## src/smcol_ram.sv

```systemverilog
`timescale 1ns / 1ps
// ----------------------------------------------------------------------------
// smcol_ram
// Generic single-write, single-read RAM with a registered read port.
// ----------------------------------------------------------------------------
module smcol_ram #(
	parameter int WIDTH = 16,
	parameter int DEPTH = 32
) (
	input  logic                     clk,
	input  logic                     we,
	input  logic [$clog2(DEPTH)-1:0] waddr,
	input  logic [WIDTH-1:0]         wdata,
	input  logic [$clog2(DEPTH)-1:0] raddr,
	output logic [WIDTH-1:0]         rdata
);

	logic [WIDTH-1:0] mem_q [DEPTH];

	always_ff @(posedge clk) begin
		if (we) begin
			mem_q[waddr] <= wdata;
		end
		rdata <= mem_q[raddr];
	end

endmodule

```

## config.mk

```make
export PLATFORM = sky130hd
export DESIGN_NAME = smcol_ram
export DESIGN_NICKNAME = d
export VERILOG_FILES = /design/src/smcol_ram.sv
export SDC_FILE = /design/constraint.sdc
export NUM_CORES = 1
export LEC_CHECK = 0
export ABC_AREA = 1
export BUFFER_PORTS_ARGS = -buffer_cell sky130_fd_sc_hd__buf_4
export CORE_MARGIN = 3
export CORE_UTILIZATION = 31
export DETAILED_ROUTE_END_ITERATION = 6
export GPL_ROUTABILITY_DRIVEN = 0
export REMOVE_ABC_BUFFERS = 1
export SYNTH_ARGS = -nofsm -noshare
export SYNTH_HDL_FRONTEND = slang
export SYNTH_SLANG_ARGS = --single-unit
```

## constraint.sdc

```tcl
create_clock -name clk -period 1.25 [get_ports clk]
set_input_delay 0 -clock clk [delete_from_list [all_inputs] [get_ports clk]]
set_output_delay 0 -clock clk [all_outputs]
set_load 0.03 [all_outputs]
```

; Word level (Yosys, flattened, before mapping)
; Memories as Yosys holds them, arrays and structs flattened. A register that Yosys moved wholly into a read port is not among the register bits.
; Index checks and enable logic that the tools add are counted.
[word_totals]
reg_bits = 0
output_inout_bits = 16
inputBits = 28
mem_bits_rw = 512
mem_count = 1
[memory_table]
columns = name, words, width, rd, rd_clocked_by_memory_dff, write_ports, line_no
row1 = mem_q, 32, 16, 1, 1, 1, 18  ; logic [WIDTH-1:0] mem_q [DEPTH];
[op_classes]
muxes = 2
[op_table]
columns = cell, count
row1 = $mux 1, 2

; Depth between registers and ports, before layout
; Gate-level depths: netlist of run 1.
[depth]
word_depth = 2
mapped_depth = 12
depth_no_buf = 9

; Worst setup path before layout of run 1
; No wires, ideal clock.
[synth_timing]
kind = in2reg
start = input port waddr[0]
end = memory mem_q[0][0], enable pin
required_ps = 862
stages = 3
slack_ps = -133
setup_time_ps = 388
t_arrival_ps = 994
cell_sequence = inv_1 > nand3_1 > nor2_1
[synth_lines]
columns = element, line_no
row1 = start: declaration, 12  ; input logic [$clog2(DEPTH)-1:0] waddr,
row2 = end: declaration, 18
; Straight into the memory's write port.

; Worst setup path after layout of run 1
[layout_timing]
start = register rdata[4] (read register of mem_q)
end = output port rdata[4]
[layout_lines]
columns = element, line_no
row1 = start: declaration, 15  ; output logic [WIDTH-1:0] rdata
; No word-level cell between the ends.

==> results of run 1 <==
## power by group through the flow
| stage | Sequential [mW] | Clock (mW) | Combinational, mW |
|---|---|---|---|
| 2_1_floorplan | 20.2 | 0 | 1.01 |
| 3_3_place_gp | 20.2 | 0 | 2.75 |
| 3_5_place_dp | 20.2 | 0 | 2.78 |
| 4_1_cts | 19.8 | 15.4 | 2.84 |
| 5_1_grt | 19.8 | 16.2 | 3.10 |
| 6_report | 19.8 | 15.1 | 2.82 |
## registers in the layout, summed over array words and instances (netlist names)
signal  flops
rdata      16
mem_q     512
## per-layer routing
metal | wire [um] | share of wire | vias to the layer above | GRT usage
li1 | - | - | 6532 | -
met1 | 24200 | 0.43 | 6924 | 0.215
met2 | 27100 | 0.48 | 494 | 0.265
met3 | 3770 | 0.067 | 98 | 0.0254
met4 | 1730 | 0.030 | 0 | 0.0514
met5 | 0 | 0 | - | 0
## stage by stage
step | instance area, um2 | setup TNS [ns]
2_1_floorplan | 20500 | -78.46
3_3_place_gp | 23700 | -1.98
3_5_place_dp | 23700 | -5.40
4_1_cts | 25500 | 0
5_1_grt | 25500 | -0.0387
6_report | 25500 | 0
## worst max path at each step
| stage | start | end | slack (ns) | cells past startpoint |
|---|---|---|---|---|
| 6_report | rdata[4] | rdata[4] | 0.06 | 1 |
| 2_1_floorplan | raddr[1] | rdata[4] | -1.23 | 8 |
| 3_3_place_gp | raddr[1] | rdata[0] | -0.26 | 10 |
| 3_5_place_dp | raddr[1] | rdata[13] | -0.29 | 11 |
| 5_1_grt | mem_q[31][13] | rdata[13] | -0.03 | 8 |
| 4_1_cts | rdata[15] | rdata[15] | 0.01 | 1 |
## cells in the final DEF, fill, tap and decap left out
| cell | Yosys | routed |
|---|---|---|
| nand2_1 | 720 | 714 |
| edfxtp_1 | 512 | 512 |
| nand3_1 | 396 | 396 |
| buf_4 | 28 | 126 |
| clkbuf_16 | 0 | 52 |
| buf_12 | 1 | 50 |
| nor2_2 | 0 | 32 |
| dlygate4sd3_1 | 0 | 18 |
| clkinv_1 | 0 | 12 |
| dfxtp_1 | 16 | 12 |
| clkbuf_1 | 19 | 10 |
| clkinv_2 | 0 | 9 |
| inv_1 | 8 | 7 |
| nand2_2 | 0 | 6 |
| clkbuf_8 | 0 | 4 |
| bufinv_16 | 0 | 4 |
| dfxtp_2 | 0 | 4 |
| inv_6 | 1 | 2 |
| inv_4 | 0 | 1 |
| inv_2 | 1 | 1 |
| inv_8 | 0 | 1 |
| clkinv_8 | 0 | 1 |
| clkinvlp_4 | 0 | 1 |
| clkinv_4 | 0 | 1 |
## what timing repair did
action | CTS | global route
resized for setup | 5 | 5
endpoints found under the setup margin | 4 | 6
setup buffers | 0 | 0
hold endpoints to repair | 527 | 0
hold buffers | 18 | 0
## cells by family (layout without fill, tap and decap cells)
kind of cell | after synthesis | in the layout | share of synthesized area
and+or+nand+nor | 1148 | 1148 | 0.226
buffers and inverters | 118 | 300 | 0.0377
DFF | 528 | 528 | 0.737
## final cells by class
class                           count  area share
Tap cell                          873      0.0428
Sequential cell                   528       0.615
Inverter                           10     0.00176
Clock inverter                     30      0.0103
Clock buffer                       65      0.0541
Timing Repair Buffer              195      0.0839
Multi-Input combinational cell   1148       0.192
==> impl_metrics.tcl, run 1 <==
set metrics [dict create \
    outcome "finished clean" \
    start_util 0.315 \
    h-tree-depth 2 \
    crit_chain "buf_4" \
    power_frac_clock 0.401 \
    die_w_um 268 \
    final_cell_count_no_fill 2849 \
    clk_path_buf_depth 3 \
    via_per_inst 4.93 \
    r2r-end "rdata[13]" \
    dp.cells 2736 \
    dr.first_iter.drc_count 1186 \
    r2r_cells 8 \
    cp_max_fo 1 \
    route.detailed.drc 0 \
    leakage_nw 9.39 \
    cap_violations 0 \
    yosysSeqAreaShare 0.737 \
    rsz0062_at_grt "yes" \
    ir_drop_uv 1080 \
    crit_path_end_kind "output pin" \
    grt_max_degree 61 \
    root_buffer "clkbuf_16" \
    hpwl_mm 35.2 \
    p_int_mw 29.2 \
    finalClockSkew_ns 0.0238 \
    place.port_buffers 43 \
    die_h_um 268 \
    r2r-start "mem_q[25][13]" \
    antenna_found_initial 0 \
    cts_made_buffers 51 \
    insertedDiodeCount 0 \
    first_global_vias 13897 \
    fmax_mhz 839 \
    cts_sinks 528 \
    synth_edf_count 512 \
    path_delay_family "flip-flops" \
    fin_hold_ws_ns 0.0506 \
    crit_type "flip-flop to output pin" \
    ys_warn_count 0 \
    power.density_nw_per_um2 1480 \
    finalCritPeriodShare 0.954 \
    netlist.area_leader.share 0.722 \
    grt_usage 0.160 \
    fin_util 0.377 \
    wl_per_cell_um 19.9 \
    ys_seq_elements 528 \
    whs_endpoint "rdata[10]" \
    clk_latency_ns 0.60 \
    grt_remaining_overflow 0 \
    setup_violations 0 \
    antenna_left 0 \
    critical_path_arrival_ns 1.19 \
    synth.distinct_cells 15 \
    drv_slew 0 \
    cpMaxStageDelayCell "dfxtp_1" \
    syn_avg_cell_area_um2 11.9 \
    hold_class "input pin to flip-flop" \
    final_layout_size_suffix_gt1_frac 0.149 \
    worst_slack_ns 0.0578 \
    synth-main-ff-cell "edfxtp_1" \
    finalHoldViolCount 0 \
    swShare 0.225 \
    slowest_delay_ns 0.41 \
    first_pass_iters 5 \
    cts.clk_slew.worst_paths_ns 0.07 \
    num_rows 95 \
    finalPower_mw 37.7 \
    cp_num_buf_inv 1 \
    synth_area_leader_cell "edfxtp_1" \
    multiInputGateArea_um2 4900 \
    synth_area_um2 21300 \
    fp.dieArea_um2 71900 \
    totalWireLength_mm 56.7 \
    cts_tree "built" \
    dp_slack_ns -0.285 \
    ioPinCount 44 \
    async_reset_ff_frac 0 \
    yosys-top-cells-count "nand2_1, edfxtp_1, nand3_1" \
    min_period_ns 1.19 \
    syn_to_final_growth_pct 19.8 \
    critPathRequiredTime_ns 1.25 \
    vias 14048 \
    regArea_um2 15700 \
    hold_depth 7 \
    tightest_slew_ns 0.438 \
    hp-start "raddr[2]" \
    p_sw_mw 8.48 \
    syn-instance-count 1794 \
    p_seq_frac 0.524 \
    yosysMostFrequentCell "nand2_1" \
    fill_cells 6378 \
    grt_pass1_wl_mm 86.6 \
    core_area_um2 67600 \
    maxSlewHeadroom 0.708 \
    ff2ff_setup_slack_ns 0.07 \
    yosys-top-cells-area "edfxtp_1, nand2_1, nand3_1, dfxtp_1, buf_6" \
    final_nets 1962 \
    crit_path_start_kind "flip-flop" \
    comb_power_share 0.075 \
]
No activity file was read; power rests on OpenSTA's default activity.
==> run 2: changes to the inputs <==
--- a/config.mk
+++ b/config.mk
@@ -11,6 +11,7 @@
 export CORE_UTILIZATION = 31
 export DETAILED_ROUTE_END_ITERATION = 6
 export GPL_ROUTABILITY_DRIVEN = 0
+export PLACE_DENSITY = 0.54
 export REMOVE_ABC_BUFFERS = 1
 export SYNTH_ARGS = -nofsm -noshare
 export SYNTH_HDL_FRONTEND = slang
==> impl_metrics.tcl, run 2 (same netlist as run 1, synthesis figures left out) <==
set metrics [dict create \
    hold_class "input pin to flip-flop" \
    placed_cell_area_um2 23500 \
    final_cell_mix "nand2_1, edfxtp_1, nand3_1" \
    start_util 0.315 \
    cts_sinks 528 \
    tightest_slew_ns 0.420 \
    crit_path_start_kind "flip-flop" \
    setup_violations 0 \
    top_register "mem_q" \
    cts_made_buffers 54 \
    maxSlewHeadroom 0.720 \
    postLayoutCellArea_um2 25400 \
    ioPinCount 44 \
    cp_num_buf_inv 1 \
    first_global_vias 13375 \
    post_cts.repair.setup_buffers 0 \
    min_period_ns 1.24 \
    grt_remaining_overflow 0 \
    crit_chain "buf_4" \
    via_per_inst 4.79 \
    path_delay_family "flip-flops" \
    final_nets 1951 \
    clk_path_buf_depth 3 \
    die_w_um 268 \
    antenna_left 0 \
    r2r_cells 8 \
    dr.first_iter.drc_count 1075 \
    cpMaxStageDelayCell "dfxtp_1" \
    hpwl_mm 34.0 \
    clk_latency_ns 0.59 \
    fill_cells 6382 \
    num_rows 95 \
    insertedDiodeCount 0 \
    top_regs "mem_q: 512 flops, rdata: 16 flops" \
    vias 13608 \
    dp.cells 2722 \
    finalClockSkew_ns 0.0154 \
    finalPower_mw 37.9 \
    crit_cells 1 \
    final_layout_size_suffix_gt1_frac 0.136 \
    crit_type "flip-flop to output pin" \
    regArea_um2 15700 \
    largest_reg_flops 512 \
    fmax_mhz 806 \
    r2r-start "mem_q[31][3]" \
    syn_to_final_growth_pct 19.4 \
    wl_per_cell_um 19.2 \
    critical_path_arrival_ns 1.24 \
    route.detailed.drc 0 \
    crit_path_end_kind "output pin" \
    layout_commonest_cell "nand2_1" \
    drv_slew 0 \
    slowest_delay_ns 0.44 \
    final_cell_count_no_fill 2839 \
    cp_max_fo 1 \
    fp.dieArea_um2 71900 \
    critPathRequiredTime_ns 1.25 \
    hold_depth 4 \
    crit_start "rdata[8]" \
    tns_ns 0 \
    cap_violations 0 \
    place.port_buffers 43 \
    root_buffer "clkbuf_16" \
    rsz0062_at_grt "yes" \
    h-tree-depth 2 \
    first_pass_iters 5 \
    grt_usage 0.152 \
    multiInputGateArea_um2 4860 \
    hp-start "we" \
    grt_max_degree 49 \
    ir_drop_uv 1020 \
    finalHoldViolCount 0 \
    die_h_um 268 \
    core_area_um2 67600 \
    power.density_nw_per_um2 1490 \
    finalCritPeriodShare 0.993 \
    outcome "finished clean" \
    totalWireLength_mm 54.5 \
    leakage_nw 9.36 \
    cts_tree "built" \
    grt_pass1_wl_mm 83.0 \
    cts.clk_slew.worst_paths_ns 0.06 \
    fin_util 0.376 \
    antenna_found_initial 0 \
]
-- run 2: changes by cell type in the layout (fill, tap and decap cells not counted), moves of 3 or more --
cell / change
nor2_1: +16
buf_4: -15
nor2_2: -16
clkbuf_1: +6
clkbuf_16: +3
-- run 2: final timing paths --
check	to	slack, ns
setup reg to reg	rdata[3]	0.09
hold reg to reg	rdata[3]	0.76
hold / removal	mem_q[28][9]	0.05
setup / recovery	rdata[8]	0.009
-- run 2: power by group --
part / leakage [nW] / internal, mW / switching (mW)
clock: 0.831 / 8.98 / 6.40
sequential: 4.75 / 19.7 / 0.103
combinational: 3.78 / 0.911 / 1.84
total: 9.36 / 29.6 / 8.35
-- run 2: stage by stage --
step                      hold WS (ns)  setup WS [ns]
after floorplan                 0.0989          -1.23
after global placement           0.389         -0.220
after detailed placement         0.396         -0.233
after CTS                       0.0225        0.00264
after global routing            0.0731       -0.00266
final                           0.0518        0.00862
-- run 2: routing by layer --
layer | track usage | up-vias | share of wire
met5 | 0 | - | 0
met4 | 0.0374 | 0 | 0.016
met3 | 0.0238 | 53 | 0.061
met2 | 0.249 | 381 | 0.47
met1 | 0.213 | 6662 | 0.45
li1 | - | 6512 | -
-- run 2: repair_timing --
item	CTS	global route
endpoints found under the setup margin	3	8
hold buffers	18	0
pin swaps	0	1
gates cloned	0	0
gates resized for setup	3	9
hold endpoints to repair	528	0
-- run 2: final cells by class --
type                            count  share of cell area
Sequential cell                   528               0.617
Multi-Input combinational cell   1148               0.191
Timing Repair Buffer              181              0.0805
Clock buffer                       73              0.0575
Tap cell                          873              0.0429
Clock inverter                     26             0.00871
Inverter                           10             0.00187
